===== src/hdl/lodfc_pkg.sv =====
// Shared types, codes and helpers of the lamp ownership, delay and fault controller.
package lodfc_pkg;

  localparam int unsigned Channels = 16;

  localparam logic [6:0] DUTY_FULL = 7'd100;

  localparam int unsigned N1_SELF_BIT = 9;
  localparam int unsigned N1_POSN_BIT = 5;

  // configuration register indexes
  localparam logic [2:0] CFG_SHARED_MODE   = 3'd0;
  localparam logic [2:0] CFG_HIGH_SIDE     = 3'd1;
  localparam logic [2:0] CFG_POSITION_DUTY = 3'd2;
  localparam logic [2:0] CFG_CHANNEL_MASK  = 3'd3;
  localparam logic [2:0] CFG_MATRIX_MASK   = 3'd4;
  localparam logic [2:0] CFG_DELAY_TIMES   = 3'd5;
  localparam logic [2:0] CFG_ON_RAMPS      = 3'd6;
  localparam logic [2:0] CFG_OFF_RAMPS     = 3'd7;

  // shared mode codes
  localparam logic [1:0] MODE_ALONE = 2'd0;
  localparam logic [1:0] MODE_LB    = 2'd1;
  localparam logic [1:0] MODE_POS   = 2'd2;

  // owner codes
  localparam logic [1:0] OWN_SELF = 2'd0;
  localparam logic [1:0] OWN_LB   = 2'd1;
  localparam logic [1:0] OWN_POS  = 2'd2;

  // run phase codes on the result
  localparam logic [1:0] RUN_CODE = 2'd0;
  localparam logic [1:0] ON_CODE  = 2'd1;
  localparam logic [1:0] OFF_CODE = 2'd2;

  // feedback codes
  localparam logic [1:0] FB_OFF   = 2'd0;
  localparam logic [1:0] FB_ON    = 2'd1;
  localparam logic [1:0] FB_ERROR = 2'd2;
  localparam logic [1:0] FB_HOLD  = 2'd3;

  // high-side error state codes
  localparam logic [1:0] HS_NORMAL  = 2'd0;
  localparam logic [1:0] HS_RUNTIME = 2'd1;
  localparam logic [1:0] HS_STORED  = 2'd2;

  typedef enum logic [2:0] {
    PH_RUN = 3'b001,
    PH_ON  = 3'b010,
    PH_OFF = 3'b100
  } phase_e;

  typedef struct packed {
    logic [1:0]          shared_mode;
    logic [1:0]          high_side_channel;
    logic [6:0]          position_duty;
    logic [Channels-1:0] channel_mask;
    logic [Channels-1:0] matrix_mask;
    logic [47:0]         delay_times;
    logic [47:0]         on_ramp_times;
    logic [47:0]         off_ramp_times;
  } cfg_t;

  typedef struct packed {
    logic                lamp_request;
    logic                low_beam_request;
    logic                position_request;
    logic [7:0]          tick_time;
    logic [4:0]          derate_flags;
    logic [Channels-1:0] stored_fault_channels;
    logic [Channels-1:0] live_fault_channels;
    logic [Channels-1:0] sensor_fault_channels;
    logic [15:0]         n1_strategy_bits;
    logic [1:0]          switch_error_state;
  } item_t;

  typedef struct packed {
    logic [1:0]          owner;
    logic [5:0]          history;
    logic [6:0]          cur_target;
    phase_e              phase;
    logic [Channels-1:0] plain_mask;
    logic [Channels-1:0] matrix_mask;
    logic [7:0]          on_delay;
    logic [7:0]          off_delay;
    logic                req_last;
    logic [15:0]         on_ramp_cnt;
    logic [15:0]         off_ramp_cnt;
    logic                lb_on;
    logic [6:0]          posn_duty;
  } state_t;

  typedef struct packed {
    logic [1:0]          owner;
    logic [6:0]          target_duty;
    logic [1:0]          run_phase;
    logic [Channels-1:0] plain_drive_mask;
    logic [Channels-1:0] matrix_drive_mask;
    logic [Channels-1:0] cut_mask;
    logic                drive_update;
    logic                switch_on;
    logic [15:0]         on_ramp;
    logic [15:0]         off_ramp;
    logic [1:0]          feedback;
  } result_t;

  // 16-bit ramp field of an owner
  function automatic logic [15:0] ramp_sel(input logic [47:0] times, input logic [1:0] own);
    logic [15:0] r;
    r = times[15:0];
    unique case (own)
      OWN_LB:  r = times[31:16];
      OWN_POS: r = times[47:32];
      default: r = times[15:0];
    endcase
    return r;
  endfunction

  // on (off = 0) or off (off = 1) delay byte of an owner
  function automatic logic [7:0] delay_sel(input logic [47:0] times, input logic [1:0] own,
                                           input logic off);
    logic [7:0] d;
    d = off ? times[15:8] : times[7:0];
    unique case (own)
      OWN_LB:  d = off ? times[31:24] : times[23:16];
      OWN_POS: d = off ? times[47:40] : times[39:32];
      default: d = off ? times[15:8] : times[7:0];
    endcase
    return d;
  endfunction

  function automatic logic [1:0] phase_code(input phase_e ph);
    logic [1:0] c;
    c = RUN_CODE;
    unique case (ph)
      PH_ON:   c = ON_CODE;
      PH_OFF:  c = OFF_CODE;
      default: c = RUN_CODE;
    endcase
    return c;
  endfunction

endpackage


===== src/hdl/lodfc_cfg.sv =====
// Configuration register file of the lamp controller.
module lodfc_cfg
  import lodfc_pkg::*;
(
  input  logic        clk_i,
  input  logic        rst_ni,
  input  logic        wr_valid_i,
  input  logic [2:0]  wr_index_i,
  input  logic [47:0] wr_data_i,
  output cfg_t        cfg_o
);

  cfg_t cfg_q, cfg_d;

  always_comb begin
    cfg_d = cfg_q;
    if (wr_valid_i) begin
      unique case (wr_index_i)
        CFG_SHARED_MODE:   cfg_d.shared_mode       = wr_data_i[1:0];
        CFG_HIGH_SIDE:     cfg_d.high_side_channel = wr_data_i[1:0];
        CFG_POSITION_DUTY: cfg_d.position_duty     = wr_data_i[6:0];
        CFG_CHANNEL_MASK:  cfg_d.channel_mask      = wr_data_i[Channels-1:0];
        CFG_MATRIX_MASK:   cfg_d.matrix_mask       = wr_data_i[Channels-1:0];
        CFG_DELAY_TIMES:   cfg_d.delay_times       = wr_data_i;
        CFG_ON_RAMPS:      cfg_d.on_ramp_times     = wr_data_i;
        CFG_OFF_RAMPS:     cfg_d.off_ramp_times    = wr_data_i;
        default:           cfg_d = cfg_q;
      endcase
    end
  end

  always_ff @(posedge clk_i or negedge rst_ni) begin
    if (!rst_ni) begin
      cfg_q <= '0;
    end else begin
      cfg_q <= cfg_d;
    end
  end

  assign cfg_o = cfg_q;

endmodule


===== src/hdl/lodfc_step.sv =====
// Per-tick update: ownership, target, phase timers, fault masking and feedback.
module lodfc_step
  import lodfc_pkg::*;
(
  input  cfg_t    cfg_i,
  input  state_t  st_i,
  input  item_t   item_i,
  output state_t  st_o,
  output result_t res_o
);

  logic [Channels-1:0] chn, mtx, ep, em, cut;
  logic                o_last, o_cur, s_last, s_cur, skip, upd, sw, tactic, err;
  logic [6:0]          prev_tgt, pos_sat;
  logic [8:0]          dly_sum;
  logic [16:0]         ramp_sum;
  logic [1:0]          fb;
  state_t              s;

  always_comb begin
    chn      = cfg_i.channel_mask;
    mtx      = cfg_i.matrix_mask;
    s        = st_i;
    cut      = '0;
    upd      = 1'b0;
    sw       = 1'b0;
    fb       = FB_HOLD;
    skip     = 1'b0;
    ep       = '0;
    em       = '0;
    o_last   = 1'b0;
    o_cur    = 1'b0;
    s_last   = st_i.history[0];
    s_cur    = item_i.lamp_request;
    tactic   = 1'b0;
    err      = 1'b0;
    prev_tgt = st_i.cur_target;
    pos_sat  = (cfg_i.position_duty > DUTY_FULL) ? DUTY_FULL : cfg_i.position_duty;
    dly_sum  = '0;
    ramp_sum = '0;

    if (chn != '0) begin
      if (cfg_i.shared_mode == MODE_LB) s.lb_on = item_i.low_beam_request;
      if (cfg_i.shared_mode == MODE_POS) begin
        s.posn_duty = item_i.position_request ? pos_sat : 7'd0;
      end

      // ownership arbitration with one tick of history
      if (cfg_i.shared_mode == MODE_LB || cfg_i.shared_mode == MODE_POS) begin
        s.history[1:0] = {s_last, s_cur};
        if (cfg_i.shared_mode == MODE_LB) begin
          o_last = st_i.history[2];
          o_cur  = s.lb_on;
          s.history[3:2] = {o_last, o_cur};
        end else begin
          o_last = st_i.history[4];
          o_cur  = (s.posn_duty != 7'd0);
          s.history[5:4] = {o_last, o_cur};
        end
        priority if (o_cur)  s.owner = cfg_i.shared_mode;
        else if (s_cur)      s.owner = OWN_SELF;
        else if (o_last)     s.owner = cfg_i.shared_mode;
        else if (s_last)     s.owner = OWN_SELF;
      end else begin
        s.owner = OWN_SELF;
      end

      if (s.owner == OWN_SELF)     tactic = item_i.n1_strategy_bits[N1_SELF_BIT];
      else if (s.owner == OWN_POS) tactic = item_i.n1_strategy_bits[N1_POSN_BIT];

      // target by priority: position, low beam, self
      priority if (s.posn_duty != 7'd0)   s.cur_target = s.posn_duty;
      else if (s.lb_on)                   s.cur_target = DUTY_FULL;
      else                                s.cur_target = s_cur ? DUTY_FULL : 7'd0;

      if (prev_tgt == 7'd0 && s.cur_target != 7'd0) begin
        s.plain_mask  = chn ^ mtx;
        s.matrix_mask = mtx;
        s.phase       = PH_ON;
      end else if (prev_tgt != 7'd0 && s.cur_target == 7'd0) begin
        s.phase = PH_OFF;
      end

      // cut faulted channels, or all of them under N-1 or any derating flag
      if (s.cur_target != 7'd0 && cfg_i.high_side_channel == 2'd0) begin
        if (item_i.derate_flags != 5'd0) begin
          cut  = s.plain_mask | s.matrix_mask;
          skip = 1'b1;
        end else begin
          ep = s.plain_mask & item_i.stored_fault_channels;
          em = s.matrix_mask & item_i.stored_fault_channels;
          if (tactic && (ep | em) != '0) begin
            ep = s.plain_mask;
            em = s.matrix_mask;
          end
          s.plain_mask  = s.plain_mask ^ ep;
          s.matrix_mask = s.matrix_mask ^ em;
          cut = ep | em;
        end
      end

      if (!skip) begin
        unique case (s.phase)
          PH_ON: begin
            dly_sum = {1'b0, st_i.on_delay} + {1'b0, item_i.tick_time};
            s.on_delay = dly_sum[8] ? 8'hFF : dly_sum[7:0];
            if (s.on_delay >= delay_sel(cfg_i.delay_times, s.owner, 1'b0)) begin
              s.on_delay = 8'd0;
              s.phase    = PH_RUN;
            end
          end
          PH_OFF: begin
            dly_sum = {1'b0, st_i.off_delay} + {1'b0, item_i.tick_time};
            s.off_delay = dly_sum[8] ? 8'hFF : dly_sum[7:0];
            if (s.off_delay >= delay_sel(cfg_i.delay_times, s.owner, 1'b1)) begin
              s.off_delay = 8'd0;
              s.phase     = PH_RUN;
            end
          end
          default: begin
            upd = 1'b1;
            sw  = (cfg_i.high_side_channel != 2'd0) && (s.cur_target != 7'd0);
          end
        endcase
      end

      // on/off/error feedback, only while the lamp owns itself
      if (s.owner == OWN_SELF) begin
        if (item_i.lamp_request != st_i.req_last) begin
          s.on_ramp_cnt  = '0;
          s.off_ramp_cnt = '0;
        end else if (item_i.lamp_request) begin
          if (st_i.on_ramp_cnt < cfg_i.on_ramp_times[15:0]) begin
            ramp_sum = {1'b0, st_i.on_ramp_cnt} + {9'd0, item_i.tick_time};
            s.on_ramp_cnt = ramp_sum[16] ? 16'hFFFF : ramp_sum[15:0];
          end else if (cfg_i.high_side_channel != 2'd0) begin
            if (item_i.switch_error_state == HS_RUNTIME ||
                item_i.switch_error_state == HS_STORED) begin
              fb = FB_ERROR;
            end else if (item_i.switch_error_state == HS_NORMAL) begin
              fb = FB_ON;
            end
          end else begin
            err = (item_i.derate_flags[4:2] != 3'd0) ||
                  ((chn & item_i.live_fault_channels) != '0) ||
                  ((chn & item_i.sensor_fault_channels) != '0) ||
                  ((s.plain_mask | s.matrix_mask) != chn);
            fb = err ? FB_ERROR : FB_ON;
          end
        end else begin
          if (st_i.off_ramp_cnt < cfg_i.off_ramp_times[15:0]) begin
            ramp_sum = {1'b0, st_i.off_ramp_cnt} + {9'd0, item_i.tick_time};
            s.off_ramp_cnt = ramp_sum[16] ? 16'hFFFF : ramp_sum[15:0];
          end else begin
            fb = FB_OFF;
          end
        end
      end else begin
        fb = FB_OFF;
      end
      s.req_last = item_i.lamp_request;
    end
  end

  assign st_o = s;

  assign res_o.owner             = s.owner;
  assign res_o.target_duty       = s.cur_target;
  assign res_o.run_phase         = phase_code(s.phase);
  assign res_o.plain_drive_mask  = s.plain_mask;
  assign res_o.matrix_drive_mask = s.matrix_mask;
  assign res_o.cut_mask          = cut;
  assign res_o.drive_update      = upd;
  assign res_o.switch_on         = sw;
  assign res_o.on_ramp           = ramp_sel(cfg_i.on_ramp_times, s.owner);
  assign res_o.off_ramp          = ramp_sel(cfg_i.off_ramp_times, s.owner);
  assign res_o.feedback          = fb;

endmodule


===== src/hdl/lamp_ownership_delay_fault_controller.sv =====
// Lamp ownership, delay and fault controller: top level with input and result registers.
//
// Usage:
//  - Input channel (in_valid_i / in_ready_o) carries one control tick: the lamp,
//    low beam and position requests, elapsed tick time, derating flags, fault
//    masks, N-1 strategy word and high-side switch error state.
//  - Output channel (out_valid_o / out_ready_i) returns one result per tick:
//    owner, target duty, run phase, drive and cut masks, drive update, switch
//    command, owner ramp times and feedback.
//  - Configuration writes (cfg_valid_i / cfg_ready_o, cfg_index_i, cfg_data_i)
//    are always taken; issue them only while no tick is in flight.
//  - Each tick is held in the input register, and its result is then
//    stored in the result register before it is offered on the output.
//  - Throughput: one tick per cycle while the receiver does not stall; the
//    per-tick update is a single pass of logic between the two registers.
//  - A stalled receiver holds the result register; one more tick may wait in
//    the input register, after which in_ready_o drops.
//  - Reset clears configuration, owner (self), history, targets, masks,
//    timers and counters, and sets the run phase.
module lamp_ownership_delay_fault_controller
  import lodfc_pkg::*;
(
  input  logic                clk_i,
  input  logic                rst_ni,

  input  logic                cfg_valid_i,
  output logic                cfg_ready_o,
  input  logic [2:0]          cfg_index_i,
  input  logic [47:0]         cfg_data_i,

  input  logic                in_valid_i,
  output logic                in_ready_o,
  input  logic                lamp_request_i,
  input  logic                low_beam_request_i,
  input  logic                position_request_i,
  input  logic [7:0]          tick_time_i,
  input  logic [4:0]          derate_flags_i,
  input  logic [Channels-1:0] stored_fault_channels_i,
  input  logic [Channels-1:0] live_fault_channels_i,
  input  logic [Channels-1:0] sensor_fault_channels_i,
  input  logic [15:0]         n1_strategy_bits_i,
  input  logic [1:0]          switch_error_state_i,

  output logic                out_valid_o,
  input  logic                out_ready_i,
  output logic [1:0]          owner_o,
  output logic [6:0]          target_duty_o,
  output logic [1:0]          run_phase_o,
  output logic [Channels-1:0] plain_drive_mask_o,
  output logic [Channels-1:0] matrix_drive_mask_o,
  output logic [Channels-1:0] cut_mask_o,
  output logic                drive_update_o,
  output logic                switch_on_o,
  output logic [15:0]         on_ramp_o,
  output logic [15:0]         off_ramp_o,
  output logic [1:0]          feedback_o
);

  cfg_t    cfg;
  item_t   item_q;
  logic    item_vld_q;
  logic    out_vld_q;
  logic    advance;
  state_t  st_q, st_d;
  result_t res_d, res_q;

  lodfc_cfg u_cfg (
    .clk_i      (clk_i),
    .rst_ni     (rst_ni),
    .wr_valid_i (cfg_valid_i),
    .wr_index_i (cfg_index_i),
    .wr_data_i  (cfg_data_i),
    .cfg_o      (cfg)
  );

  assign cfg_ready_o = 1'b1;

  lodfc_step u_step (
    .cfg_i  (cfg),
    .st_i   (st_q),
    .item_i (item_q),
    .st_o   (st_d),
    .res_o  (res_d)
  );

  // move the held tick forward when the result register is free
  assign advance    = item_vld_q && (!out_vld_q || out_ready_i);
  assign in_ready_o = !item_vld_q || advance;

  always_ff @(posedge clk_i or negedge rst_ni) begin
    if (!rst_ni) begin
      item_vld_q <= 1'b0;
    end else if (in_ready_o) begin
      item_vld_q <= in_valid_i;
    end
  end

  always_ff @(posedge clk_i) begin
    if (in_valid_i && in_ready_o) begin
      item_q.lamp_request          <= lamp_request_i;
      item_q.low_beam_request      <= low_beam_request_i;
      item_q.position_request      <= position_request_i;
      item_q.tick_time             <= tick_time_i;
      item_q.derate_flags          <= derate_flags_i;
      item_q.stored_fault_channels <= stored_fault_channels_i;
      item_q.live_fault_channels   <= live_fault_channels_i;
      item_q.sensor_fault_channels <= sensor_fault_channels_i;
      item_q.n1_strategy_bits      <= n1_strategy_bits_i;
      item_q.switch_error_state    <= switch_error_state_i;
    end
  end

  always_ff @(posedge clk_i or negedge rst_ni) begin
    if (!rst_ni) begin
      st_q.owner        <= OWN_SELF;
      st_q.history      <= '0;
      st_q.cur_target   <= '0;
      st_q.phase        <= PH_RUN;
      st_q.plain_mask   <= '0;
      st_q.matrix_mask  <= '0;
      st_q.on_delay     <= '0;
      st_q.off_delay    <= '0;
      st_q.req_last     <= 1'b0;
      st_q.on_ramp_cnt  <= '0;
      st_q.off_ramp_cnt <= '0;
      st_q.lb_on        <= 1'b0;
      st_q.posn_duty    <= '0;
      out_vld_q         <= 1'b0;
    end else begin
      if (advance) begin
        st_q      <= st_d;
        out_vld_q <= 1'b1;
      end else if (out_ready_i) begin
        out_vld_q <= 1'b0;
      end
    end
  end

  always_ff @(posedge clk_i) begin
    if (advance) begin
      res_q <= res_d;
    end
  end

  assign out_valid_o         = out_vld_q;
  assign owner_o             = res_q.owner;
  assign target_duty_o       = res_q.target_duty;
  assign run_phase_o         = res_q.run_phase;
  assign plain_drive_mask_o  = res_q.plain_drive_mask;
  assign matrix_drive_mask_o = res_q.matrix_drive_mask;
  assign cut_mask_o          = res_q.cut_mask;
  assign drive_update_o      = res_q.drive_update;
  assign switch_on_o         = res_q.switch_on;
  assign on_ramp_o           = res_q.on_ramp;
  assign off_ramp_o          = res_q.off_ramp;
  assign feedback_o          = res_q.feedback;

endmodule


===== config.mk =====
export PLATFORM = sky130hd
export DESIGN_NAME = lamp_ownership_delay_fault_controller
export DESIGN_NICKNAME = d
export VERILOG_FILES = /design/src/hdl/lodfc_pkg.sv /design/src/hdl/lodfc_cfg.sv /design/src/hdl/lodfc_step.sv /design/src/hdl/lamp_ownership_delay_fault_controller.sv
export SDC_FILE = /design/constraint.sdc
export NUM_CORES = 1
export LEC_CHECK = 0
export BUFFER_PORTS_ARGS = -buffer_cell sky130_fd_sc_hd__buf_2
export CORE_MARGIN = 1.5
export CORE_UTILIZATION = 45
export CTS_BUF_LIST = sky130_fd_sc_hd__clkbuf_4
export CTS_CLUSTER_DIAMETER = 40
export DETAILED_ROUTE_END_ITERATION = 7
export PLACE_DENSITY = 0.62
export SYNTH_ARGS = -nofsm -noshare
export SYNTH_HDL_FRONTEND = slang
export SYNTH_HIERARCHICAL = 1
export SYNTH_SLANG_ARGS = --single-unit

===== constraint.sdc =====
create_clock -name clk_i -period 8.06 [get_ports clk_i]
set_clock_uncertainty 0.1 [all_clocks]
set_input_delay 2.418 -clock clk_i [delete_from_list [all_inputs] [get_ports clk_i]]
set_output_delay 2.418 -clock clk_i [all_outputs]
set_load 0.01 [all_outputs]

# ---- After elaboration in Yosys (flattened, before gate mapping)
# Index checks and enable logic that the tools add are counted.
dict set report word_totals {
  ff_bits 467
  latchBits 0
  ramBits 0
  rom_bits 0
  in_bits 138
  out_inout_bits 98
  word_cells 238
  n_memories 0
}
dict set report op_classes {
  n_addsub 4
  mul 0
  n_div 0
  n_lt_le_gt_ge 5
  eq_ne 22
  shift 0
  n_mux 91
  n_bitwise 14
  n_reduce_logical 56
}
# op count
set op_table {}
lappend op_table {{16-bit 2-to-1 mux} 16}
lappend op_table {{32-bit 2-to-1 mux} 7}
lappend op_table {{107-bit 2-to-1 mux} 1}
lappend op_table {{8-bit 2-to-1 mux} 12}
lappend op_table {{16-bit bitwise AND} 4}
lappend op_table {{16-bit OR} 4}
lappend op_table {{16-bit one-hot mux with 2 select lines} 2}
lappend op_table {{16-bit nonzero test} 4}
lappend op_table {{7-bit 2-to-1 mux} 8}
lappend op_table {{16-bit XOR} 3}
lappend op_table {{16-bit by 8-bit adder with 17-bit output} 2}
lappend op_table {{2-bit 2-to-1 mux} 17}
lappend op_table {{16-bit less-than comparator} 2}
lappend op_table {{8-bit one-hot mux with 2 select lines} 2}
lappend op_table {{7-bit nonzero test} 3}
lappend op_table {{2-bit AND reduction} 10}
lappend op_table {{8-bit by 8-bit adder with 9-bit output} 2}
lappend op_table {{3-bit == test (second input constant)} 6}
lappend op_table {{3-bit 2-to-1 mux} 6}
lappend op_table {{1-bit 2-to-1 mux} 17}
lappend op_table {{8-bit >= comparator} 2}
lappend op_table {{16-bit inequality test} 1}
lappend op_table {{4-bit AND reduction} 4}
lappend op_table {{7-bit logical NOT} 2}
lappend op_table {{other kinds (23)} 55}

# ---- Longest topological paths before layout
dict set report depth {
  depth_word 34
  ltp_mapped 31
}

# ---- By module
# Netlist, hierarchy kept.
# mod n_inst cells_per_inst area_per_inst_um2 seq_area_each_um2
set modules_own_cells {}
lappend modules_own_cells {lamp_ownership_delay_fault_controller 1 413 9460.3 8044.0}
lappend modules_own_cells {lodfc_step 1 1213 7818.7 0.0}
lappend modules_own_cells {lodfc_cfg 1 401 7013.0 4679.5}

# ---- Least setup slack after synthesis
# OpenSTA, ideal clock, no wires.
dict set report synth_timing {
  kind {register -> register}
  from {reg u_cfg.cfg_q, in the netlist u_cfg/cfg_o[185]}
  to {reg st_q[50] in the netlist's numbering}
  setup_time_ns 0.064
  arrival_ns 5.391
  slack_ns 2.505
  stages_incl_launch_ff 30
  period_less_slack_ns 5.555
  cell_sequence {dfrtp_1 -> inv_1 -> ha_1 -> buf_2 -> o22ai_1 -> a2111oi_4 -> nand2_1 -> a211oi_1 -> a21oi_1 -> a22oi_1 -> nor2_1 -> inv_1 -> ha_1 -> clkbuf_1 -> clkbuf_1 -> a22oi_1 -> a21oi_1 -> ha_1 -> nand2b_1 -> a21o_1 -> a21o_1 -> a21o_1 -> a21o_1 -> a21o_1 -> a211o_1 -> and2_1 -> buf_1 -> a211oi_1 -> a21o_1 -> mux2_2}
}
dict set report synth_via {
  elab_chain_cells 17
  word_cells_on_any_way 43
}
# item line_no
set synth_rtl {}
lappend synth_rtl {{from (decl)} lodfc_cfg.sv:13} ;# cfg_t cfg_q, cfg_d;
lappend synth_rtl {{from (signal assigned)} lodfc_cfg.sv:36} ;# cfg_q <= cfg_d;
lappend synth_rtl {{2-bit == test} {lodfc_step.sv:44, lodfc_step.sv:49}}
lappend synth_rtl {{7-bit 2-to-1 mux} lodfc_step.sv:44} ;# if (cfg_i.shared_mode == MODE_POS) begin
lappend synth_rtl {{7-bit 2-to-1 mux} lodfc_step.sv:42} ;# if (chn != '0) begin
lappend synth_rtl {{7-bit nonzero test} {lodfc_step.sv:57, lodfc_step.sv:72}}
lappend synth_rtl {{1-bit 2-to-1 mux} lodfc_step.sv:51} ;# if (cfg_i.shared_mode == MODE_LB) begin
lappend synth_rtl {{1-bit 2-to-1 mux} lodfc_step.sv:49} ;# if (cfg_i.shared_mode == MODE_LB || cfg_i.shared_mode == MODE_POS) begin
lappend synth_rtl {{1-bit 2-to-1 mux} lodfc_step.sv:42}
lappend synth_rtl {{2-bit 2-to-1 mux} lodfc_step.sv:60} ;# priority if (o_cur) s.owner = cfg_i.shared_mode;
lappend synth_rtl {{2-bit 2-to-1 mux} lodfc_step.sv:49}
lappend synth_rtl {{2-bit 2-to-1 mux} lodfc_step.sv:42}
lappend synth_rtl {{2-bit == test / 2-bit by 1-bit == test with 1-bit output (equally long branches)} lodfc_pkg.sv:124} ;# unique case (own)
lappend synth_rtl {{8-bit one-hot mux with 2 select lines} lodfc_pkg.sv:124}
lappend synth_rtl {{8-bit 2-to-1 mux} lodfc_step.sv:103} ;# unique case (s.phase)
lappend synth_rtl {{8-bit 2-to-1 mux} lodfc_step.sv:102} ;# if (!skip) begin
lappend synth_rtl {{8-bit 2-to-1 mux} lodfc_step.sv:42}
lappend synth_rtl {{8-bit >= comparator} lodfc_step.sv:107} ;# if (s.on_delay >= delay_sel(cfg_i.delay_times, s.owner, 1'b0)) begin
lappend synth_rtl {{8-bit 2-to-1 mux} lodfc_step.sv:107}
lappend synth_rtl {{to (signal assigned)} lamp_ownership_delay_fault_controller.sv:131} ;# st_q <= st_d;
lappend synth_rtl {{to (decl)} lamp_ownership_delay_fault_controller.sv:64} ;# state_t st_q, st_d;
# Several ways; a longest one is shown, not always the timed one. The select of a mux whose other input is x is not followed.
# A chain may end at the register's enable or synchronous reset.

# ---- Worst setup path in the final report
# Ends and elaborated chain as after synthesis.

==> summary.md <==
The clock share of power was 23.6%. At the end of the flow, the number of nets in the layout was 2,455. The worst setup path is captured at a flop.

The worst setup path is launched from a flop. Of the total power, the share spent switching nets is 38.7%. The tools report the total nets after synthesis as 2,232. The worst register-to-register path has a setup slack of 1.42 ns. The tools report the warning count from the yosys run as 6.

In this run, flip-flops and latches consume 37.0% of the power. In this run the post-CTS setup repair buffer count came out at 0. After detailed routing, the number of remaining DRC violations is 0. For this design, the slowest cell found on the critical path is sky130_fd_sc_hd__a2111oi_4. Of the cells placed in the final design, the portion with a size suffix greater than 1 is 33.7%. CTS placed an instance of sky130_fd_sc_hd__clkbuf_4 at the clock tree root. For the global-route wire length before repair, the log shows 105,000 um. The reg-to-reg endpoint was st_q[50]$_DFFE_PN0P_. The routed design could run at a clock period as short as 6.64 ns. In the layout the commonest cells are sky130_fd_sc_hd__dfrtp_1, sky130_fd_sc_hd__mux2_2, sky130_fd_sc_hd__buf_2. The tools report the area of the mapped netlist as 23,700 um^2. The critical path in this run is classified as flop to flop. At the worst endpoint, the arrival time is 7.45 ns. The setup-violating endpoint count in the final report is 0.

The worst-skew pair later-pin latency is 0.96 ns. The run gives 236 as the top-level I/O count. Once routing completed, OpenROAD measured the worst setup slack at 1.42 ns. Setup repair after global routing left no endpoint under its margin. Measured in cells, the most critical reg-to-reg path has a length of 27.

Cell internal power was estimated by the tool at 0.00592 W. Commonest non-fill, non-tap cell in the layout: sky130_fd_sc_hd__dfrtp_1. Data on the critical path is required at its endpoint by 8.87 ns. Die outline area: 54,100 um^2. The floorplan step defined a core boundary enclosing 51,700 um^2. From left edge to right edge, the die measures 233 um.

The tools report the worst min-delay path endpoint as u_cfg/cfg_o[36]$_DFFE_PN0P_. The transition time at the pin with the least slew margin is 1.06 ns, and the number of endpoints with negative hold slack in the final report is 0. The per-instance average area after synthesis is 11.8 um^2. After clock tree synthesis, the repair step resized 0 gates.

The number of buffers on the longest clock path came out at 3. The worst register-to-register path begins at u_cfg/cfg_o[185]$_DFFE_PN0P_. The max-capacitance violation count is 0, and the maximum ir drop on the vdd rail is 0.174 mV. The top achievable clock speed is 0.151 GHz.

The maximum number of pins on one net before global-route repair is 119, and the post-route antenna net violation count is 0. The max-slew violation count is 0, and the number of global-route vias before repair is 17,500. The cell area power density came out at 361 nW/um^2. Synthesis produced a netlist whose cell count is 2,004.

The final layout contains routed wiring with a total length of 69,700 um. The tools report the total via count in the routed design as 17,800. The min-delay analysis places its worst path in the category flop to flop. The area growth from synthesis to layout is 12.8%. The number of vias per cell after detailed routing works out to 5.90.

The number of placement rows was 83. The hold buffer count at CTS is 0. Once detailed placement completed, the half-perimeter wirelength came to 48,400 um. OpenSTA, run right after detailed placement, puts the worst setup slack at 1.50 ns. The pre-antenna-repair detailed-routing pass consisted of 6 iterations. In the final timing run, aggregate negative setup slack is 0 ns. The height of the chip came out at 233 um. Among the stages of the critical path, the cell type that occurs most often is sky130_fd_sc_hd__a21o_1. The congestion estimate from routability-driven global placement came to 0.902. For the remaining max-slew budget at the tightest pin, the log shows 29.2%. The start point of the worst hold path is u_cfg/cfg_o[36]$_DFFE_PN0P_. The wire length per cell works out to 23.2 um. For the maximum level of the CTS H-tree, the log shows 4. The clock-pin slew of the registers on the worst-case setup and hold paths is 0.07 ns.

During placement, the flow inserted port buffers numbering 220. The run gives 130 as the clock buffer count from CTS. The hold path depth works out to 1. In this run the worst path has a maximum fanout of 13. Net switching component of the power: 0.00374 W. The overflow left after global routing came out at 0. TritonCTS built the clock tree. The CTS sink count is 456. The detailed router finished its first iteration with 1,787 violations. The static leakage was 11.9 nW. The biggest cell delay along the critical path is 0.78 ns. The initial utilization of the core area, before any placement, comes to 45.9%. The period utilization is 82.4%. Global routing consumed, over all layers together, 26.0% of the routing resources. The logs give 6 for the initial antenna violation count and 39.4% for the relative contribution of combinational cells to total power.

The run finished with clean final reports.
-- how the worst max path moves through the flow --
stage / from / slack (ns) / to
after floorplan: u_cfg/cfg_o[185]$_DFFE_PN0P_ / 2.50 / st_q[50]$_DFFE_PN0P_
after global placement: u_cfg/cfg_o[185]$_DFFE_PN0P_ / 1.65 / st_q[50]$_DFFE_PN0P_
after detailed placement: u_cfg/cfg_o[185]$_DFFE_PN0P_ / 1.50 / st_q[50]$_DFFE_PN0P_
after CTS: u_cfg/cfg_o[185]$_DFFE_PN0P_ / 1.48 / run_phase_o[1]$_DFFE_PP_
after global routing: u_cfg/cfg_o[185]$_DFFE_PN0P_ / 0.98 / run_phase_o[1]$_DFFE_PP_
final: u_cfg/cfg_o[185]$_DFFE_PN0P_ / 1.42 / st_q[50]$_DFFE_PN0P_
-- per-layer routing --
layer  GRT usage (%)  wire length, um  vias to the layer above
met5               0               61                        -
met4            9.11             1510                        8
met3            6.02             5520                      100
met2            38.9            31600                      710
met1            36.9            31100                     8948
li1                -                -                     7995
-- through the flow --
stage	power [W]	hold WS (ns)	area [um^2]	instances	util [%]
after floorplan	0.00625	0.365	23700	2004	-
after global routing	0.0103	0.413	26800	3009	51.7
after CTS	0.00966	0.394	26800	3008	51.7
final	0.00967	0.397	26800	3011	51.7
after global placement	0.00723	0.374	25000	2775	48.3
after detailed placement	0.00734	0.381	25000	2775	48.3
-- worst max-delay path, delay by kind of cell (launching register included) --
family	cells	cell delay [ns]
simple gates	7	1.44
fa+ha+maj	3	1.22
flops	1	0.40
compound gates	14	2.92
buf+inv	2	0.33
mux	1	0.13
-- final cells by class --
cell class,count,area [um^2]
diodes,3,7.51
clock buffers,197,1480
clock inverters,36,277
fillers,4685,25000
inverters,91,344
multi-input cells,1307,10300
flip-flops and latches,456,12200
well taps,680,851
repair buffers,241,1280
-- state kept, by name (all words and copies together) (netlist names) --
name / cells
owner_o: 2
st_q: 104
item_q: 68
plain_drive_mask_o: 16
off_ramp_o: 16
drive_update_o: 1
on_ramp_o: 16
item_vld_q: 1
feedback_o: 2
run_phase_o: 2
cut_mask_o: 16
switch_on_o: 1
matrix_drive_mask_o: 16
out_valid_o: 1
target_duty_o: 7
u_cfg/cfg_o: 187
-- power by group through the flow --
stage / Combinational (W) / Clock [W] / Sequential (W)
after global routing: 0.00414 / 0.00247 / 0.00364
final: 0.00381 / 0.00228 / 0.00358
after floorplan: 0.00276 / 0 / 0.00350
after detailed placement: 0.00373 / 0 / 0.00361
after CTS: 0.00374 / 0.00235 / 0.00357
after global placement: 0.00364 / 0 / 0.00359
(Power assumes the default switching activity.)
